## config.mk

```make
export PLATFORM = sky130hd
export DESIGN_NAME = dtmf_tg_mix
export DESIGN_NICKNAME = d
export VERILOG_FILES = /design/src/rtl/core/dtmf_tg_pkg.sv /design/src/rtl/core/dtmf_tg_mix.sv
export SDC_FILE = /design/constraint.sdc
export NUM_CORES = 1
export LEC_CHECK = 0
export ABC_AREA = 1
export BUFFER_PORTS_ARGS = -buffer_cell sky130_fd_sc_hd__buf_2
export CAP_MARGIN = 20
export CORE_UTILIZATION = 52
export CTS_CLUSTER_DIAMETER = 100
export CTS_CLUSTER_SIZE = 20
export DETAILED_ROUTE_END_ITERATION = 10
export HOLD_SLACK_MARGIN = 0.06
export PLACE_DENSITY_LB_ADDON = 0.2
export SYNTH_ARGS = -nofsm -noshare
export SYNTH_HDL_FRONTEND = slang
export SYNTH_SLANG_ARGS = --single-unit
export TNS_END_PERCENT = 20
```

## constraint.sdc

```tcl
create_clock -name aclk -period 3.65 [get_ports aclk]
set_clock_uncertainty 0.2 [all_clocks]
set_input_delay 0.365 -clock aclk [delete_from_list [all_inputs] [get_ports aclk]]
set_output_delay 0.365 -clock aclk [all_outputs]
set_load 0.02 [all_outputs]
```

## src/rtl/core/dtmf_tg_pkg.sv

```systemverilog
package dtmf_tg_pkg;

    // Default build parameters of the generator.
    localparam int PHASE_BITS_DEFAULT      = 32;
    localparam int TABLE_ADDR_BITS_DEFAULT = 10;
    localparam int SAMPLE_BITS_DEFAULT     = 16;

    // Fixed widths of the channel fields.
    localparam int KEY_W    = 8;
    localparam int OUT_W    = 16;
    localparam int LENGTH_W = 16;

    localparam logic [LENGTH_W-1:0] TONE_LENGTH_RESET = 16'd4000;

    localparam int OUT_MAX = 32767;

    localparam logic [63:0] RATE_HZ    = 64'd8000;
    localparam logic [63:0] ONE_Q60    = 64'h1000_0000_0000_0000;
    localparam logic [63:0] TWO_PI_Q60 = 64'h6487_ED51_10B4_611A;

    localparam int unsigned ROW_HZ [4] = '{697, 770, 852, 941};
    localparam int unsigned COL_HZ [4] = '{1209, 1336, 1477, 1633};

    // Keypad characters.
    localparam logic [KEY_W-1:0] KEY_0    = 8'h30;
    localparam logic [KEY_W-1:0] KEY_1    = 8'h31;
    localparam logic [KEY_W-1:0] KEY_2    = 8'h32;
    localparam logic [KEY_W-1:0] KEY_3    = 8'h33;
    localparam logic [KEY_W-1:0] KEY_4    = 8'h34;
    localparam logic [KEY_W-1:0] KEY_5    = 8'h35;
    localparam logic [KEY_W-1:0] KEY_6    = 8'h36;
    localparam logic [KEY_W-1:0] KEY_7    = 8'h37;
    localparam logic [KEY_W-1:0] KEY_8    = 8'h38;
    localparam logic [KEY_W-1:0] KEY_9    = 8'h39;
    localparam logic [KEY_W-1:0] KEY_A    = 8'h41;
    localparam logic [KEY_W-1:0] KEY_B    = 8'h42;
    localparam logic [KEY_W-1:0] KEY_C    = 8'h43;
    localparam logic [KEY_W-1:0] KEY_D    = 8'h44;
    localparam logic [KEY_W-1:0] KEY_STAR = 8'h2A;
    localparam logic [KEY_W-1:0] KEY_HASH = 8'h23;

    typedef struct packed {
        logic             start_tone;
        logic [KEY_W-1:0] key_code;
    } in_item_t;

    typedef struct packed {
        logic signed [OUT_W-1:0] sample_value;
        logic                    tone_active;
        logic                    last_sample;
    } out_item_t;

    typedef struct packed {
        logic tone_active;
        logic last_sample;
    } tone_flags_t;

    typedef struct packed {
        logic       valid;
        logic [1:0] row;
        logic [1:0] column;
    } key_cell_t;

    function automatic key_cell_t decode_key(logic [KEY_W-1:0] key);
        key_cell_t key_pos;
        key_pos.valid = 1'b1;
        unique case (key)
            KEY_1:    {key_pos.row, key_pos.column} = {2'd0, 2'd0};
            KEY_2:    {key_pos.row, key_pos.column} = {2'd0, 2'd1};
            KEY_3:    {key_pos.row, key_pos.column} = {2'd0, 2'd2};
            KEY_A:    {key_pos.row, key_pos.column} = {2'd0, 2'd3};
            KEY_4:    {key_pos.row, key_pos.column} = {2'd1, 2'd0};
            KEY_5:    {key_pos.row, key_pos.column} = {2'd1, 2'd1};
            KEY_6:    {key_pos.row, key_pos.column} = {2'd1, 2'd2};
            KEY_B:    {key_pos.row, key_pos.column} = {2'd1, 2'd3};
            KEY_7:    {key_pos.row, key_pos.column} = {2'd2, 2'd0};
            KEY_8:    {key_pos.row, key_pos.column} = {2'd2, 2'd1};
            KEY_9:    {key_pos.row, key_pos.column} = {2'd2, 2'd2};
            KEY_C:    {key_pos.row, key_pos.column} = {2'd2, 2'd3};
            KEY_STAR: {key_pos.row, key_pos.column} = {2'd3, 2'd0};
            KEY_0:    {key_pos.row, key_pos.column} = {2'd3, 2'd1};
            KEY_HASH: {key_pos.row, key_pos.column} = {2'd3, 2'd2};
            KEY_D:    {key_pos.row, key_pos.column} = {2'd3, 2'd3};
            default: begin
                key_pos.valid  = 1'b0;
                key_pos.row    = 2'd0;
                key_pos.column = 2'd0;
            end
        endcase
        return key_pos;
    endfunction

    // Phase step per sample, rounded to nearest with halves upwards.
    function automatic logic [63:0] phase_inc(int unsigned hz, int phase_bits);
        logic [63:0] scaled;
        scaled = 64'(hz) << phase_bits;
        return (scaled + RATE_HZ / 64'd2) / RATE_HZ;
    endfunction

    // The functions below only run at elaboration to fill the sine table.

    // floor(a * b / 2^60)
    function automatic logic [63:0] mul_q60(logic [63:0] a, logic [63:0] b);
        logic [127:0] prod;
        prod = {64'd0, a} * {64'd0, b};
        return prod[123:60];
    endfunction

    // Long division, one quotient bit per step.
    function automatic logic [63:0] div_u64(logic [63:0] num, logic [63:0] den);
        logic [64:0] rem;
        logic [63:0] quo;
        rem = '0;
        quo = '0;
        for (int i = 63; i >= 0; i--) begin
            rem = {rem[63:0], num[i]};
            if (rem >= {1'b0, den}) begin
                rem    = rem - {1'b0, den};
                quo[i] = 1'b1;
            end
        end
        return quo;
    endfunction

    // Sine (odd series) or cosine (even series) of x in Q60 by Taylor series.
    function automatic logic [63:0] taylor_q60(logic [63:0] x, logic odd);
        logic [63:0] x2;
        logic [63:0] term;
        logic [63:0] sum;
        logic [63:0] n;
        logic        minus;
        x2    = mul_q60(x, x);
        term  = odd ? x : ONE_Q60;
        sum   = term;
        n     = odd ? 64'd1 : 64'd0;
        minus = 1'b1;
        for (int i = 0; i < 31; i++) begin
            if (term != 64'd0 && n < 64'd60) begin
                term  = div_u64(mul_q60(term, x2), (n + 64'd1) * (n + 64'd2));
                n     = n + 64'd2;
                sum   = minus ? sum - term : sum + term;
                minus = !minus;
            end
        end
        return sum;
    endfunction

    function automatic logic [63:0] angle_q60(logic [63:0] m, int addr_bits);
        logic [63:0] low;
        low = TWO_PI_Q60 & ((64'd1 << addr_bits) - 64'd1);
        return (TWO_PI_Q60 >> addr_bits) * m + ((low * m) >> addr_bits);
    endfunction

    function automatic logic [63:0] quarter_sine(logic [63:0] m, int addr_bits);
        logic [63:0] quarter;
        quarter = 64'd1 << (addr_bits - 2);
        if (m <= (64'd1 << (addr_bits - 3))) begin
            return taylor_q60(angle_q60(m, addr_bits), 1'b1);
        end
        return taylor_q60(angle_q60(quarter - m, addr_bits), 1'b0);
    endfunction

    // Entry k of the sine table, rounded with halves away from zero.
    function automatic logic [31:0] sine_entry(logic [63:0] k, int addr_bits,
                                               int sample_bits);
        logic [63:0] quarter;
        logic [63:0] q;
        logic [63:0] r;
        logic [63:0] amp;
        logic [63:0] v;
        logic [63:0] y;
        logic [63:0] mag;
        quarter = 64'd1 << (addr_bits - 2);
        q       = k >> (addr_bits - 2);
        r       = k & (quarter - 64'd1);
        amp     = (64'd1 << (sample_bits - 1)) - 64'd1;
        v       = quarter_sine(q[0] ? quarter - r : r, addr_bits);
        y       = (v & 64'h3FFF_FFFF) * amp + (64'd1 << 59);
        mag     = ((v >> 30) * amp + (y >> 30)) >> 30;
        return (q >= 64'd2) ? -mag[31:0] : mag[31:0];
    endfunction

endpackage

```

## src/rtl/core/dtmf_tg_mix.sv

```systemverilog
module dtmf_tg_mix #(
    parameter int SAMPLE_BITS = dtmf_tg_pkg::SAMPLE_BITS_DEFAULT
) (
    input  logic                           aclk,
    input  logic                           aresetn,
    input  logic                           in_valid,
    output logic                           in_ready,
    input  logic signed [SAMPLE_BITS-1:0]  row_sine,
    input  logic signed [SAMPLE_BITS-1:0]  column_sine,
    input  dtmf_tg_pkg::tone_flags_t       flags,
    output logic                           m_valid,
    input  logic                           m_ready,
    output dtmf_tg_pkg::out_item_t         m_data
);

    localparam int WORK_W = 26;
    localparam int SHR    = (SAMPLE_BITS <= 16) ? 1 : SAMPLE_BITS - 15;
    localparam int SHL    = (SAMPLE_BITS <= 16) ? 16 - SAMPLE_BITS : 0;
    localparam logic signed [WORK_W-1:0] LIMIT = WORK_W'(dtmf_tg_pkg::OUT_MAX);

    logic                      m_valid_reg, m_valid_next;
    dtmf_tg_pkg::out_item_t    m_data_reg, m_data_next;
    logic signed [WORK_W-1:0]  sum;
    logic signed [WORK_W-1:0]  scaled;
    logic signed [WORK_W-1:0]  clamped;

    always_comb begin
        // Floor halving of the sum, then alignment to Q1.15.
        sum    = WORK_W'(row_sine) + WORK_W'(column_sine);
        scaled = (sum >>> SHR) <<< SHL;
        if (scaled > LIMIT) begin
            clamped = LIMIT;
        end else if (scaled < -LIMIT) begin
            clamped = -LIMIT;
        end else begin
            clamped = scaled;
        end

        in_ready     = !m_valid_reg || m_ready;
        m_valid_next = in_ready ? in_valid : m_valid_reg;

        m_data_next.tone_active  = flags.tone_active;
        m_data_next.last_sample  = flags.last_sample;
        m_data_next.sample_value = flags.tone_active ? clamped[dtmf_tg_pkg::OUT_W-1:0] : '0;
    end

    always_ff @(posedge aclk) begin
        if (!aresetn) begin
            m_valid_reg <= 1'b0;
        end else begin
            m_valid_reg <= m_valid_next;
        end
    end

    always_ff @(posedge aclk) begin
        if (in_ready && in_valid) begin
            m_data_reg <= m_data_next;
        end
    end

    assign m_valid = m_valid_reg;
    assign m_data  = m_data_reg;

endmodule

```

* Word level (Yosys, flattened, before mapping)
Index checks and enable logic that the tools add are counted.
** Operators by class
- Bitwise operators :: 1
- Multiplexer cells :: 2
- Reduce and logical (&&, ||, !) cells :: 4
- Add/subtract/negate cells :: 1
- $lt $le $gt $ge :: 2
** Operators with widths (number)
- $add A16 B16 Y17 :: 1
- $gt A16 B16 Y1 const B :: 1
- $lt A16 B16 Y1 const B :: 1
- $mux W16 :: 1
- $mux W15 :: 1
- $reduce_or A2 Y1 :: 1
- $logic_and A1 B1 Y1 :: 1
- $logic_not A1 Y1 :: 1
- $logic_or A1 B1 Y1 :: 1
- $not A1 Y1 :: 1
** Storage, ports and cells
- Register bits :: 19
- Logic and storage cells :: 15
- Bits of input ports :: 38
- Output and inout bits :: 20

* Depth between registers and ports, before layout
- Depth in word-level cells :: 4
- Mapped depth :: 20
- Depth with buffers taken out :: 18

* Worst setup path before layout
Ideal clock, no wire load.
- Path kind :: input to register
- Start :: input row_sine[1]
- End :: register m_data_reg (netlist bit m_data[10]) (data pin)
- Data required time :: 3184 ps
- Data arrival time :: 2362 ps
- Library setup time :: 266 ps
- Stages on the path :: 19
- Path buffers :: 1
- Slack :: 822 ps
- Path through :: inv_1 fa_1 inv_1 nand2_1 nand2_1 nand3_2 nand2_1 nand3b_1 nand2_1 nand2_1 nand2_1 nor2_1 nand3_1 nand2_1 ha_1 inv_1 nand2_1 clkbuf_1 nor2_1
** Between the ends
- Word-level cells in the longest chain between the ends :: 4
- Elaborated cells on any way between the ends :: 5
- Classes of those cells :: add/sub (1); order compare (2); mux (2)
** Ends and longest elaborated chain
- start, declared :: RTL line dtmf_tg_mix.sv:8 : input logic signed [SAMPLE_BITS-1:0] row_sine,
- $add A16 B16 Y17 * :: RTL line dtmf_tg_mix.sv:29 : sum = WORK_W'(row_sine) + WORK_W'(column_sine);
- $lt A16 B16 Y1 :: RTL line dtmf_tg_mix.sv:33 : end else if (scaled < -LIMIT) begin
- $mux W16 :: RTL line dtmf_tg_mix.sv:33
- $mux W15 * :: RTL line dtmf_tg_mix.sv:31 : if (scaled > LIMIT) begin
- end signal, assigned :: RTL line dtmf_tg_mix.sv:57 : m_data_reg <= m_data_next;
- end, declared :: RTL line dtmf_tg_mix.sv:22 : dtmf_tg_pkg::out_item_t m_data_reg, m_data_next;
Mark *: on every way between the ends. The rest lies on a longest branch, timed or not.
A chain may end at the register's enable or synchronous reset.

* Worst setup path after layout
- Start :: input row_sine[1]
- End :: register m_data_reg (netlist bit m_data[16]) (data pin)
Same word-level chain as after synthesis.

==> flow_summary.ini <==
[power]
p_switching_mw = 0.260
swShare_pct = 38.0
sequentialPowerShare_pct = 40.2
power_density_mw_per_mm2 = 311
irDropWorstVdd_mv = 0.111
power.share.clock_pct = 13.9
power_leakage_nw = 1.25
p_comb_share_pct = 45.9
power.total_mw = 0.684
internal_power_mw = 0.424

[yosys]
yosysTopAreaCell = edfxtp_1
ys_warn_count = 0
ys.flop_type = edfxtp_1
synth_area_sq_mm = 0.00183
yosysMostFrequentCell = nand2_1
synth_edf_count = 18
synth_fp_nets = 322
synth_commonest_cells = nand2_1 (85), inv_1 (48), nor2_1 (25), nand3_1 (20), edfxtp_1 (18)
ys_seq_area_share_pct = 30.6
synthTopCellsByArea = edfxtp_1 (30%), nand2_1 (17%), ha_1 (11%), inv_1 (9.8%), nand3_1 (5.5%)
synth_top_area_share_pct = 29.5
ys_ff_latch = 19
syn_avg_cell_area_sq_um = 6.86
async_flop_share_pct = 0
synthCells = 267
yosysUniqueCellTypes = 29

[placed_design]
portBuffers = 57
gp_congestion = 0.843
place_area_sq_mm = 0.00217
placed_cells = 369
hpwl_um = 3210
post-place-ws_ps = 560

[finish]
antenna_cells = 0
syn2layout_area_growth_pct = 20.3
finalCoreUtilization_pct = 65.5
final_area_sq_mm = 0.00220
drive_gt1_share_pct = 23.5
multiInputGateArea_sq_mm = 0.00107
fin_cells = 374
largest_register_ffs = 18
fill_cells = 345
final_nets = 384
seqCellArea_sq_um = 561

[drt]
via_per_inst = 4.82
ant_nets = 0
routed_wl_um = 3680
drc = 0
vias = 1802
drt_iter0_drc = 49
wl_per_cell_um = 9.84
first_pass_iters = 6

[global_routing]
grt_pass1_wl_um = 5760
grt_max_degree = 19
overflow = 0
grt_util_all_layers_pct = 20.7
antenna_found_initial = 0
grt_pass1_vias = 1424

[run]
maxCapViolCount = 0

[clock_network]
numCtsBuffers = 3
insertion_delay_ps = 280
clk_pin_slew_worst_paths_ps = 90
cts_buffer_depth = 2
post_cts_resized = 0
cts.sinks = 19
cts-root-buf = clkbuf_4
htree_levels = 1
tritoncts = yes

[timing]
hold_viol_final = 0
worst_pin_slew_ps = 422
timing.hold.ws_ps = 88.7
fmax_mhz = 355
setup_violations = 0
drv_slew = 0
period_share_pct = 77.2
fin_crit_ps = 2820
layout_setup_ws_ps = 834
tns_ps = 0
rsz0062_at_grt = false
slew_headroom_pct = 71.8

[outcome]
status = finished, final reports clean

[worst_setup_path]
end_kind = flip-flop
cp_max_fo = 14
critPathRequiredTime_ps = 3470
arrival_ps = 2640
startpoint_type = input pin
worstSetupPathType = in -> reg

[die]
die_height_um = 61.4
core_area_sq_mm = 0.00336
die_area_sq_mm = 0.00376
die_x_um = 61.4
io_pins = 58
rows = 21
initial_core_util_pct = 54.5

[worst_hold_path]
worstHoldPathType = in -> reg
-- layer usage --
layer | global-route usage, % | vias to the layer above | wire, um
li1 | - | 978 | -
met1 | 27.1 | 759 | 1720
met2 | 35.9 | 59 | 1710
met3 | 1.26 | 6 | 191
met4 | 7.94 | 0 | 61
met5 | 0 | - | 0
-- power groups by stage --
stage | Combinational (mW) | Sequential (mW) | Clock [mW]
6_report | 0.314 | 0.275 | 0.0954
5_1_grt | 0.356 | 0.278 | 0.104
4_1_cts | 0.313 | 0.275 | 0.0988
3_5_place_dp | 0.311 | 0.280 | 0
3_3_place_gp | 0.305 | 0.280 | 0
2_1_floorplan | 0.198 | 0.314 | 0
-- path summary, 6_finish.rpt --
| check | start | to | slack, ps | cells after the start |
|---|---|---|---|---|
| worst max-delay path | row_sine[1] | m_data[16]$_SDFFCE_PN0P_ | 830 | 19 |
| worst max register to register | m_valid$_SDFFE_PN0N_ | m_data[3]$_SDFFCE_PN0P_ | 2430 | 2 |
| worst min-delay path | flags[1] | m_data[1]$_DFFE_PP_ | 90 | 1 |
| worst min register to register | m_valid$_SDFFE_PN0N_ | m_valid$_SDFFE_PN0N_ | 320 | 2 |
-- critical path, stage by stage --
cell	delay (ps)
buf_2	90
inv_1	50
fa_1	440
inv_1	100
nand2_1	50
nand2_1	120
nand3_2	80
nand2_1	130
nand3b_1	110
nand2_1	70
nand2_1	60
nand2_1	70
nor2_1	40
nand3_1	70
nand2_1	50
ha_1	270
inv_1	40
nand2_1	320
a21oi_1	100
-- layout make-up --
cell class	instances	area share, %
clock buffer	4	1.19
tap	46	2.61
multi-input combinational	197	48.7
inverter	49	8.35
timing repair buffer	59	13.7
sequential	19	25.4
-- repair_timing --
item | 4_1_cts | 5_1_grt
hold buffers | 1 | 0
endpoints found under the hold margin | 1 | 0
buffers inserted | 0 | 0
-- logic make-up after synthesis --
group	synth area share (%)
and+or+nand+nor	36.0
buffers and inverters	10.9
AOI/OAI and AO/OA	9.09
DFF	30.6
adders and majority gates	12.0
xor gates and xnor gates	1.43
-- cells in the final DEF (no fill, tap or decap), types with 2 or more instances in the layout --
master,n
nand2_1,85
buf_2,57
inv_1,48
nor2_1,25
nand3_1,20
edfxtp_1,18
a21oi_1,17
ha_1,16
a21oi_2,5
nand4_1,5
nand2_2,4
nand3_2,3
clkbuf_4,3
nor3_1,2
xor2_1,2
nand3b_1,2
Note: power is estimated with default switching activity, not from simulation.
