===== src/rtl/core/dtmf_tg_pkg.sv =====
package dtmf_tg_pkg;

    // Default build parameters of the generator.
    localparam int PHASE_BITS_DEFAULT      = 32;
    localparam int TABLE_ADDR_BITS_DEFAULT = 10;
    localparam int SAMPLE_BITS_DEFAULT     = 16;

    // Fixed widths of the channel fields.
    localparam int KEY_W    = 8;
    localparam int OUT_W    = 16;
    localparam int LENGTH_W = 16;

    localparam logic [LENGTH_W-1:0] TONE_LENGTH_RESET = 16'd4000;

    localparam int OUT_MAX = 32767;

    localparam logic [63:0] RATE_HZ    = 64'd8000;
    localparam logic [63:0] ONE_Q60    = 64'h1000_0000_0000_0000;
    localparam logic [63:0] TWO_PI_Q60 = 64'h6487_ED51_10B4_611A;

    localparam int unsigned ROW_HZ [4] = '{697, 770, 852, 941};
    localparam int unsigned COL_HZ [4] = '{1209, 1336, 1477, 1633};

    // Keypad characters.
    localparam logic [KEY_W-1:0] KEY_0    = 8'h30;
    localparam logic [KEY_W-1:0] KEY_1    = 8'h31;
    localparam logic [KEY_W-1:0] KEY_2    = 8'h32;
    localparam logic [KEY_W-1:0] KEY_3    = 8'h33;
    localparam logic [KEY_W-1:0] KEY_4    = 8'h34;
    localparam logic [KEY_W-1:0] KEY_5    = 8'h35;
    localparam logic [KEY_W-1:0] KEY_6    = 8'h36;
    localparam logic [KEY_W-1:0] KEY_7    = 8'h37;
    localparam logic [KEY_W-1:0] KEY_8    = 8'h38;
    localparam logic [KEY_W-1:0] KEY_9    = 8'h39;
    localparam logic [KEY_W-1:0] KEY_A    = 8'h41;
    localparam logic [KEY_W-1:0] KEY_B    = 8'h42;
    localparam logic [KEY_W-1:0] KEY_C    = 8'h43;
    localparam logic [KEY_W-1:0] KEY_D    = 8'h44;
    localparam logic [KEY_W-1:0] KEY_STAR = 8'h2A;
    localparam logic [KEY_W-1:0] KEY_HASH = 8'h23;

    typedef struct packed {
        logic             start_tone;
        logic [KEY_W-1:0] key_code;
    } in_item_t;

    typedef struct packed {
        logic signed [OUT_W-1:0] sample_value;
        logic                    tone_active;
        logic                    last_sample;
    } out_item_t;

    typedef struct packed {
        logic tone_active;
        logic last_sample;
    } tone_flags_t;

    typedef struct packed {
        logic       valid;
        logic [1:0] row;
        logic [1:0] column;
    } key_cell_t;

    function automatic key_cell_t decode_key(logic [KEY_W-1:0] key);
        key_cell_t key_pos;
        key_pos.valid = 1'b1;
        unique case (key)
            KEY_1:    {key_pos.row, key_pos.column} = {2'd0, 2'd0};
            KEY_2:    {key_pos.row, key_pos.column} = {2'd0, 2'd1};
            KEY_3:    {key_pos.row, key_pos.column} = {2'd0, 2'd2};
            KEY_A:    {key_pos.row, key_pos.column} = {2'd0, 2'd3};
            KEY_4:    {key_pos.row, key_pos.column} = {2'd1, 2'd0};
            KEY_5:    {key_pos.row, key_pos.column} = {2'd1, 2'd1};
            KEY_6:    {key_pos.row, key_pos.column} = {2'd1, 2'd2};
            KEY_B:    {key_pos.row, key_pos.column} = {2'd1, 2'd3};
            KEY_7:    {key_pos.row, key_pos.column} = {2'd2, 2'd0};
            KEY_8:    {key_pos.row, key_pos.column} = {2'd2, 2'd1};
            KEY_9:    {key_pos.row, key_pos.column} = {2'd2, 2'd2};
            KEY_C:    {key_pos.row, key_pos.column} = {2'd2, 2'd3};
            KEY_STAR: {key_pos.row, key_pos.column} = {2'd3, 2'd0};
            KEY_0:    {key_pos.row, key_pos.column} = {2'd3, 2'd1};
            KEY_HASH: {key_pos.row, key_pos.column} = {2'd3, 2'd2};
            KEY_D:    {key_pos.row, key_pos.column} = {2'd3, 2'd3};
            default: begin
                key_pos.valid  = 1'b0;
                key_pos.row    = 2'd0;
                key_pos.column = 2'd0;
            end
        endcase
        return key_pos;
    endfunction

    // Phase step per sample, rounded to nearest with halves upwards.
    function automatic logic [63:0] phase_inc(int unsigned hz, int phase_bits);
        logic [63:0] scaled;
        scaled = 64'(hz) << phase_bits;
        return (scaled + RATE_HZ / 64'd2) / RATE_HZ;
    endfunction

    // The functions below only run at elaboration to fill the sine table.

    // floor(a * b / 2^60)
    function automatic logic [63:0] mul_q60(logic [63:0] a, logic [63:0] b);
        logic [127:0] prod;
        prod = {64'd0, a} * {64'd0, b};
        return prod[123:60];
    endfunction

    // Long division, one quotient bit per step.
    function automatic logic [63:0] div_u64(logic [63:0] num, logic [63:0] den);
        logic [64:0] rem;
        logic [63:0] quo;
        rem = '0;
        quo = '0;
        for (int i = 63; i >= 0; i--) begin
            rem = {rem[63:0], num[i]};
            if (rem >= {1'b0, den}) begin
                rem    = rem - {1'b0, den};
                quo[i] = 1'b1;
            end
        end
        return quo;
    endfunction

    // Sine (odd series) or cosine (even series) of x in Q60 by Taylor series.
    function automatic logic [63:0] taylor_q60(logic [63:0] x, logic odd);
        logic [63:0] x2;
        logic [63:0] term;
        logic [63:0] sum;
        logic [63:0] n;
        logic        minus;
        x2    = mul_q60(x, x);
        term  = odd ? x : ONE_Q60;
        sum   = term;
        n     = odd ? 64'd1 : 64'd0;
        minus = 1'b1;
        for (int i = 0; i < 31; i++) begin
            if (term != 64'd0 && n < 64'd60) begin
                term  = div_u64(mul_q60(term, x2), (n + 64'd1) * (n + 64'd2));
                n     = n + 64'd2;
                sum   = minus ? sum - term : sum + term;
                minus = !minus;
            end
        end
        return sum;
    endfunction

    function automatic logic [63:0] angle_q60(logic [63:0] m, int addr_bits);
        logic [63:0] low;
        low = TWO_PI_Q60 & ((64'd1 << addr_bits) - 64'd1);
        return (TWO_PI_Q60 >> addr_bits) * m + ((low * m) >> addr_bits);
    endfunction

    function automatic logic [63:0] quarter_sine(logic [63:0] m, int addr_bits);
        logic [63:0] quarter;
        quarter = 64'd1 << (addr_bits - 2);
        if (m <= (64'd1 << (addr_bits - 3))) begin
            return taylor_q60(angle_q60(m, addr_bits), 1'b1);
        end
        return taylor_q60(angle_q60(quarter - m, addr_bits), 1'b0);
    endfunction

    // Entry k of the sine table, rounded with halves away from zero.
    function automatic logic [31:0] sine_entry(logic [63:0] k, int addr_bits,
                                               int sample_bits);
        logic [63:0] quarter;
        logic [63:0] q;
        logic [63:0] r;
        logic [63:0] amp;
        logic [63:0] v;
        logic [63:0] y;
        logic [63:0] mag;
        quarter = 64'd1 << (addr_bits - 2);
        q       = k >> (addr_bits - 2);
        r       = k & (quarter - 64'd1);
        amp     = (64'd1 << (sample_bits - 1)) - 64'd1;
        v       = quarter_sine(q[0] ? quarter - r : r, addr_bits);
        y       = (v & 64'h3FFF_FFFF) * amp + (64'd1 << 59);
        mag     = ((v >> 30) * amp + (y >> 30)) >> 30;
        return (q >= 64'd2) ? -mag[31:0] : mag[31:0];
    endfunction

endpackage


===== src/rtl/core/dtmf_tg_ctrl.sv =====
module dtmf_tg_ctrl #(
    parameter int PHASE_BITS      = dtmf_tg_pkg::PHASE_BITS_DEFAULT,
    parameter int TABLE_ADDR_BITS = dtmf_tg_pkg::TABLE_ADDR_BITS_DEFAULT
) (
    input  logic                                aclk,
    input  logic                                aresetn,
    input  logic                                item_accept,
    input  dtmf_tg_pkg::in_item_t               item,
    input  logic [dtmf_tg_pkg::LENGTH_W-1:0]    tone_length,
    output logic [TABLE_ADDR_BITS-1:0]          row_addr,
    output logic [TABLE_ADDR_BITS-1:0]          column_addr,
    output dtmf_tg_pkg::tone_flags_t            flags
);

    localparam logic [3:0][PHASE_BITS-1:0] ROW_INC = {
        PHASE_BITS'(dtmf_tg_pkg::phase_inc(dtmf_tg_pkg::ROW_HZ[3], PHASE_BITS)),
        PHASE_BITS'(dtmf_tg_pkg::phase_inc(dtmf_tg_pkg::ROW_HZ[2], PHASE_BITS)),
        PHASE_BITS'(dtmf_tg_pkg::phase_inc(dtmf_tg_pkg::ROW_HZ[1], PHASE_BITS)),
        PHASE_BITS'(dtmf_tg_pkg::phase_inc(dtmf_tg_pkg::ROW_HZ[0], PHASE_BITS))
    };
    localparam logic [3:0][PHASE_BITS-1:0] COL_INC = {
        PHASE_BITS'(dtmf_tg_pkg::phase_inc(dtmf_tg_pkg::COL_HZ[3], PHASE_BITS)),
        PHASE_BITS'(dtmf_tg_pkg::phase_inc(dtmf_tg_pkg::COL_HZ[2], PHASE_BITS)),
        PHASE_BITS'(dtmf_tg_pkg::phase_inc(dtmf_tg_pkg::COL_HZ[1], PHASE_BITS)),
        PHASE_BITS'(dtmf_tg_pkg::phase_inc(dtmf_tg_pkg::COL_HZ[0], PHASE_BITS))
    };

    logic [PHASE_BITS-1:0]               row_phase_reg, row_phase_next;
    logic [PHASE_BITS-1:0]               column_phase_reg, column_phase_next;
    logic [1:0]                          row_select_reg, row_select_next;
    logic [1:0]                          column_select_reg, column_select_next;
    logic [dtmf_tg_pkg::LENGTH_W-1:0]    samples_done_reg, samples_done_next;
    logic                                playing_reg, playing_next;

    dtmf_tg_pkg::key_cell_t              key_pos;
    logic                                new_tone;
    logic                                play_now;
    logic [PHASE_BITS-1:0]               row_phase_now;
    logic [PHASE_BITS-1:0]               column_phase_now;
    logic [dtmf_tg_pkg::LENGTH_W-1:0]    count_now;
    logic [dtmf_tg_pkg::LENGTH_W-1:0]    count_inc;
    logic [dtmf_tg_pkg::LENGTH_W-1:0]    length_eff;
    logic                                last_now;

    always_comb begin
        key_pos    = dtmf_tg_pkg::decode_key(item.key_code);
        new_tone   = item.start_tone && key_pos.valid;
        play_now   = new_tone || (playing_reg && !item.start_tone);

        row_phase_now    = new_tone ? '0 : row_phase_reg;
        column_phase_now = new_tone ? '0 : column_phase_reg;
        count_now        = new_tone ? '0 : samples_done_reg;
        row_select_next    = new_tone ? key_pos.row : row_select_reg;
        column_select_next = new_tone ? key_pos.column : column_select_reg;

        // A length of zero behaves as a single sample.
        length_eff = (tone_length == '0) ? dtmf_tg_pkg::LENGTH_W'(1) : tone_length;
        count_inc  = count_now + dtmf_tg_pkg::LENGTH_W'(1);
        last_now   = count_inc >= length_eff;

        if (play_now) begin
            row_phase_next    = row_phase_now + ROW_INC[row_select_next];
            column_phase_next = column_phase_now + COL_INC[column_select_next];
            samples_done_next = count_inc;
            playing_next      = !last_now;
        end else begin
            row_phase_next    = row_phase_reg;
            column_phase_next = column_phase_reg;
            samples_done_next = samples_done_reg;
            playing_next      = 1'b0;
        end

        row_addr          = row_phase_now[PHASE_BITS-1 -: TABLE_ADDR_BITS];
        column_addr       = column_phase_now[PHASE_BITS-1 -: TABLE_ADDR_BITS];
        flags.tone_active = play_now;
        flags.last_sample = play_now && last_now;
    end

    always_ff @(posedge aclk) begin
        if (!aresetn) begin
            row_phase_reg     <= '0;
            column_phase_reg  <= '0;
            row_select_reg    <= '0;
            column_select_reg <= '0;
            samples_done_reg  <= '0;
            playing_reg       <= 1'b0;
        end else if (item_accept) begin
            row_phase_reg     <= row_phase_next;
            column_phase_reg  <= column_phase_next;
            row_select_reg    <= row_select_next;
            column_select_reg <= column_select_next;
            samples_done_reg  <= samples_done_next;
            playing_reg       <= playing_next;
        end
    end

endmodule


===== config.mk =====
export PLATFORM = sky130hd
export DESIGN_NAME = dtmf_tg_ctrl
export DESIGN_NICKNAME = d
export VERILOG_FILES = /design/src/rtl/core/dtmf_tg_pkg.sv /design/src/rtl/core/dtmf_tg_ctrl.sv
export SDC_FILE = /design/constraint.sdc
export NUM_CORES = 1
export LEC_CHECK = 0
export ABC_AREA = 1
export BUFFER_PORTS_ARGS = -buffer_cell sky130_fd_sc_hd__buf_2
export CAP_MARGIN = 25
export CORE_ASPECT_RATIO = 0.5
export CORE_UTILIZATION = 60
export CTS_CLUSTER_SIZE = 14
export DETAILED_ROUTE_END_ITERATION = 12
export GPL_ROUTABILITY_DRIVEN = 0
export PLACE_DENSITY = 0.75
export SLEW_MARGIN = 20
export SYNTH_ARGS = -nofsm -noshare
export SYNTH_HDL_FRONTEND = slang
export SYNTH_SLANG_ARGS = --single-unit

===== constraint.sdc =====
create_clock -name aclk -period 8.19 [get_ports aclk]
set_input_delay 1.2285 -clock aclk [delete_from_list [all_inputs] [get_ports aclk]]
set_output_delay 1.2285 -clock aclk [all_outputs]
set_load 0.005 [all_outputs]

* Word level (Yosys, flattened, before mapping)
Cells that the tools add are included.
** Word-level totals
- Flip-flop bits (word level) :: 85
- Latch bits :: 0
- Bits in writable memories :: 0
- Memory bits (read-only) :: 0
- Logic and storage cells :: 50
- Memories kept :: 0
** Operators by class
- $add $sub $neg :: 3
- Multipliers :: 0
- Div/mod/pow operators :: 0
- Order comparisons :: 3
- Eq/ne operators :: 16
- Shift-type cells :: 0
- Mux-type cells :: 13
- Bitwise logic cells :: 0
- Reduce and logical (&&, ||, !) cells :: 9
** Operators by type and width (count)
- $bmux 32 s2 :: 2
- $mux 32 :: 4
- $eq 8x6->1 const B :: 12
- $add 32x32->32 :: 2
- $pmux 4 s15 :: 1
- $eq 8x7->1 const B :: 4
- $mux 16 :: 2
- $add 16x1->16 const B :: 1
- $ge 16x16->1 :: 1
- $logic_not 16->1 :: 1
- $reduce_or 16->1 :: 1
- $lt 2x3->1 const B :: 2
- $mux 2 :: 2
- $logic_and 1x1->1 :: 3
- $logic_not 1->1 :: 2
- $mux 1 :: 2
- $reduce_and 2->1 :: 1
- $logic_or 1x1->1 :: 1

* Depth between registers and ports, before layout
- Word-level depth :: 9
- Depth in mapped cells :: 35

* Least setup slack after synthesis
Ideal clock, no wire load.
- Kind :: input to output
- From :: input item[5] (netlist bit)
- To :: output flags[0] (netlist bit)
- Arrival time :: 4.414 ns
- Data required time :: 6.962 ns
- Setup slack :: 2.547 ns
- Stages :: 31
- Buffers on the path :: 4
- Cell sequence :: nand2_1 > inv_1 > nand2_2 > inv_1 > nand2_1 > nand3_1 > nor2_1 > nand2_1 > nand2_2 > buf_8 > inv_2 > buf_2 > buf_2 > buf_2 > nor2_1 > ha_1 > inv_1 > nor2_2 > nand2_1 > nor2_2 > nand3_1 > xor2_1 > ha_1 > nand2_1 > inv_1 > nand3_1 > nor3_1 > nand2_1 > o2111ai_1 > a31oi_1 > a21oi_1
** RTL lines
- start, declared :: line dtmf_tg_ctrl.sv:8 : input dtmf_tg_pkg::in_item_t item,
- end, declared :: line dtmf_tg_ctrl.sv:12 : output dtmf_tg_pkg::tone_flags_t flags

==> results.ini <==
[status]
outcome=finished, final reports clean

[floorplan]
rows=30
fp.dieW_um=171
io_pins=50
die_y_um=86.5
dieArea_um2=14800
initial_utilization_pct=62.4
core_um2=13700

[min_path]
hold_end=row_phase_reg[0]
min_from=row_phase_reg[0]
hp-class=reg2reg
min_path_cells=2

[synth]
synth_cell_type_count=53
ys_async_sr_fraction_pct=0
syn_inst=1422
yosysTopAreaCell=dfxtp_1
yosysMostFrequentCell=inv_1
syn-mean-instance-area_um2=6.03
yosysSeqAreaShare_pct=19.8
synth_seq_cells=85
syn_nets=1533
syn-cell-area_um2=8570
yosysTopAreaCellShare_pct=19.8
synth_ff_type=dfxtp_1
ys_top_cells_by_area=dfxtp_1, ha_1, inv_1
ys_top_cells_by_count=inv_1, nand2_1, nor2_1
yosys_warnings=0
synth_edf_count=0

[timing]
tightest_slew_ns=0.987
fin_crit_ns=6.44
grt_setup_unrepaired=no
setup_viol=0
skew_ns=0.0124
tns_ns=0
slew-limit-headroom_pct=33.5
fin_crit_sh_pct=78.6
timing.fmax_mhz=155
drv_slew=0
final_hold_viol_count=0

[global_routing]
grt_pass1_vias=8136
track_usage_pct=31.8
antenna_found_initial=0
grt-ovfl-total=0
grt_max_degree=96
grt_pass1_wl_mm=37.9

[worst_setup_path]
cp_data_arrival_time_ns=5.21
r2r-start=column_select_reg[0]
worstPathMaxFanout=37
reg2reg_depth=17
critPathKind=in2out
required_ns=6.96
endpoint_kind=primary output
r2r_end=column_phase_reg[24]
r2r_slack_ns=4.17
critPathLaunchType=primary input

[cts]
insertion_delay_ns=0.35
clk_path_buf_depth=2
cts_made_buffers=9
clk_pin_slew_ns=0.06
h-tree-depth=3
cts_hold_buf=0
cts_setup_buffers=0
cts_tree=built
cts.sink_count=85
cts.repair.resized=0
root_buffer=clkbuf_16

[final_layout]
fin_area_um2=9220
drive_gt1_share_pct=8.55
antenna_cells=0
final_cells=1643
nets=1557
syn2layout_area_growth_pct=7.53

[detailed_routing]
num_vias=8991
drt_pass1_iterations=6
drtAntennaViolNets=0
drt_iter0_markers=705
wl_per_cell_um=13.7
viasPerCell=5.47
drc=0
wl_mm=22.5

[power_and_ir_drop]
powerDensity_nw_per_um2=119
seqPwrFrac_pct=38.8
comb_power_share_pct=21.0
switchingPower_uw=337
swShare_pct=30.7
power.total_uw=1100
vdd_drop_max_uv=83.3
power.leakage_uw=0.00492
p_int_uw=761
clock_power_share_pct=40.2

[placed_design]
port_buffers=49
dp_cells=1626
post-dp-hpwl_mm=16.6
place_area_um2=8880

[run]
drv_cap=0

[how the worst max path moves through the flow]
stage	from	endpoint	slack, ns	cells past startpoint
after CTS	item[7]	flags[0]	1.81	24
after global placement	item[7]	flags[0]	2.02	25
after global routing	item[7]	flags[0]	1.35	25
final	item[7]	flags[0]	1.75	24
after floorplan	item[5]	flags[0]	2.55	31
after detailed placement	item[7]	flags[0]	1.82	25
[metal layers]
layer  global-route usage [%]  vias to the layer above  wire [um]
met5                        0                        -          0
met4                     10.5                        0        575
met3                     4.16                       55       1120
met2                     55.9                      256      10400
met1                     40.6                     4065      10400
li1                         -                     4615          -
[layout make-up]
cell class              instances  area [um2]
multi-input cells            1016        5600
fillers                      1322        4520
flip-flops and latches         85        1700
inverters                     278        1040
repair buffers                 56         310
clock buffers                  12         267
well taps                     192         240
clock inverters                 4        55.1
[critical path, cell delays in order]
cell and delay (ns):
buf_2 0.10, nor2_1 0.20, nand2_2 0.14, nor2_1 0.19, nor2_1 0.08, nand2_1 0.10, nor2_1 0.05, nand2_1 0.07
nand2_2 0.06, inv_2 0.52, buf_4 0.52, nor2_4 0.07, nand2_1 0.13, nor2_2 0.08, nand2_1 0.07, xor2_1 0.24
ha_1 0.30, a21oi_1 0.16, nor2_1 0.05, a211oi_1 0.17, o2111ai_1 0.13, a31oi_1 0.33, a21oi_1 0.07, buf_2 0.15
[power groups by stage]
stage / clock, uW / sequential (uW) / combinational [uW]
floorplan: 0 / 434 / 170
global placement: 0 / 435 / 219
detailed placement: 0 / 435 / 224
CTS: 449 / 426 / 226
global route: 470 / 427 / 260
finish: 441 / 426 / 231
[through the flow]
| step | hold slack [ns] | utilization [%] | setup WS [ns] |
|---|---|---|---|
| 2_1_floorplan | 0.430 | - | 2.55 |
| 3_3_place_gp | 0.441 | 64.6 | 2.02 |
| 3_5_place_dp | 0.449 | 64.6 | 1.82 |
| 6_report | 0.458 | 67.1 | 1.75 |
| 4_1_cts | 0.459 | 67.0 | 1.81 |
| 5_1_grt | 0.490 | 67.1 | 1.35 |
[placed cells by master (no fill, tap or decap), types with 2 or more instances in the layout]
cell type  netlist  final
a211oi_1         3      3
a21o_1           2      2
a21oi_1        143    143
a22oi_1          3      3
a31oi_1          3      3
buf_2           15     49
buf_4            2      6
clkbuf_16        0      9
clkbuf_8         0      3
clkinv_1         2      2
clkinv_4         0      2
dfxtp_1         85     85
fa_1             2      2
ha_1            81     81
inv_1          268    268
inv_2            8      8
nand2_1        251    250
nand2_2         10     11
nand2_4          2      2
nand3_1         86     86
nand3_2          2      2
nand3b_1         2      2
nand4_1         34     34
nor2_1         179    179
nor2_2          14     14
nor3_1          18     18
nor3_2           2      2
nor3b_1          3      3
nor4_1           5      5
o211ai_1         3      3
o21a_1           7      7
o21ai_0         80     80
o21ai_1         18     18
o21bai_1         4      4
or2_1            2      2
or2_2            4      4
xnor2_1          5      5
xor2_1          34     34
[logic make-up (layout without fill, tap and decap cells)]
group / count (synthesis) / after routing / synth area share [%]
simple gates: 619 / 619 / 31.8
buf+inv: 321 / 350 / 14.8
compound gates: 275 / 275 / 17.2
fa+ha+maj: 83 / 83 / 12.3
flops: 85 / 85 / 19.8
xor+xnor: 39 / 39 / 3.98
Note: power is estimated with default switching activity, not from simulation.
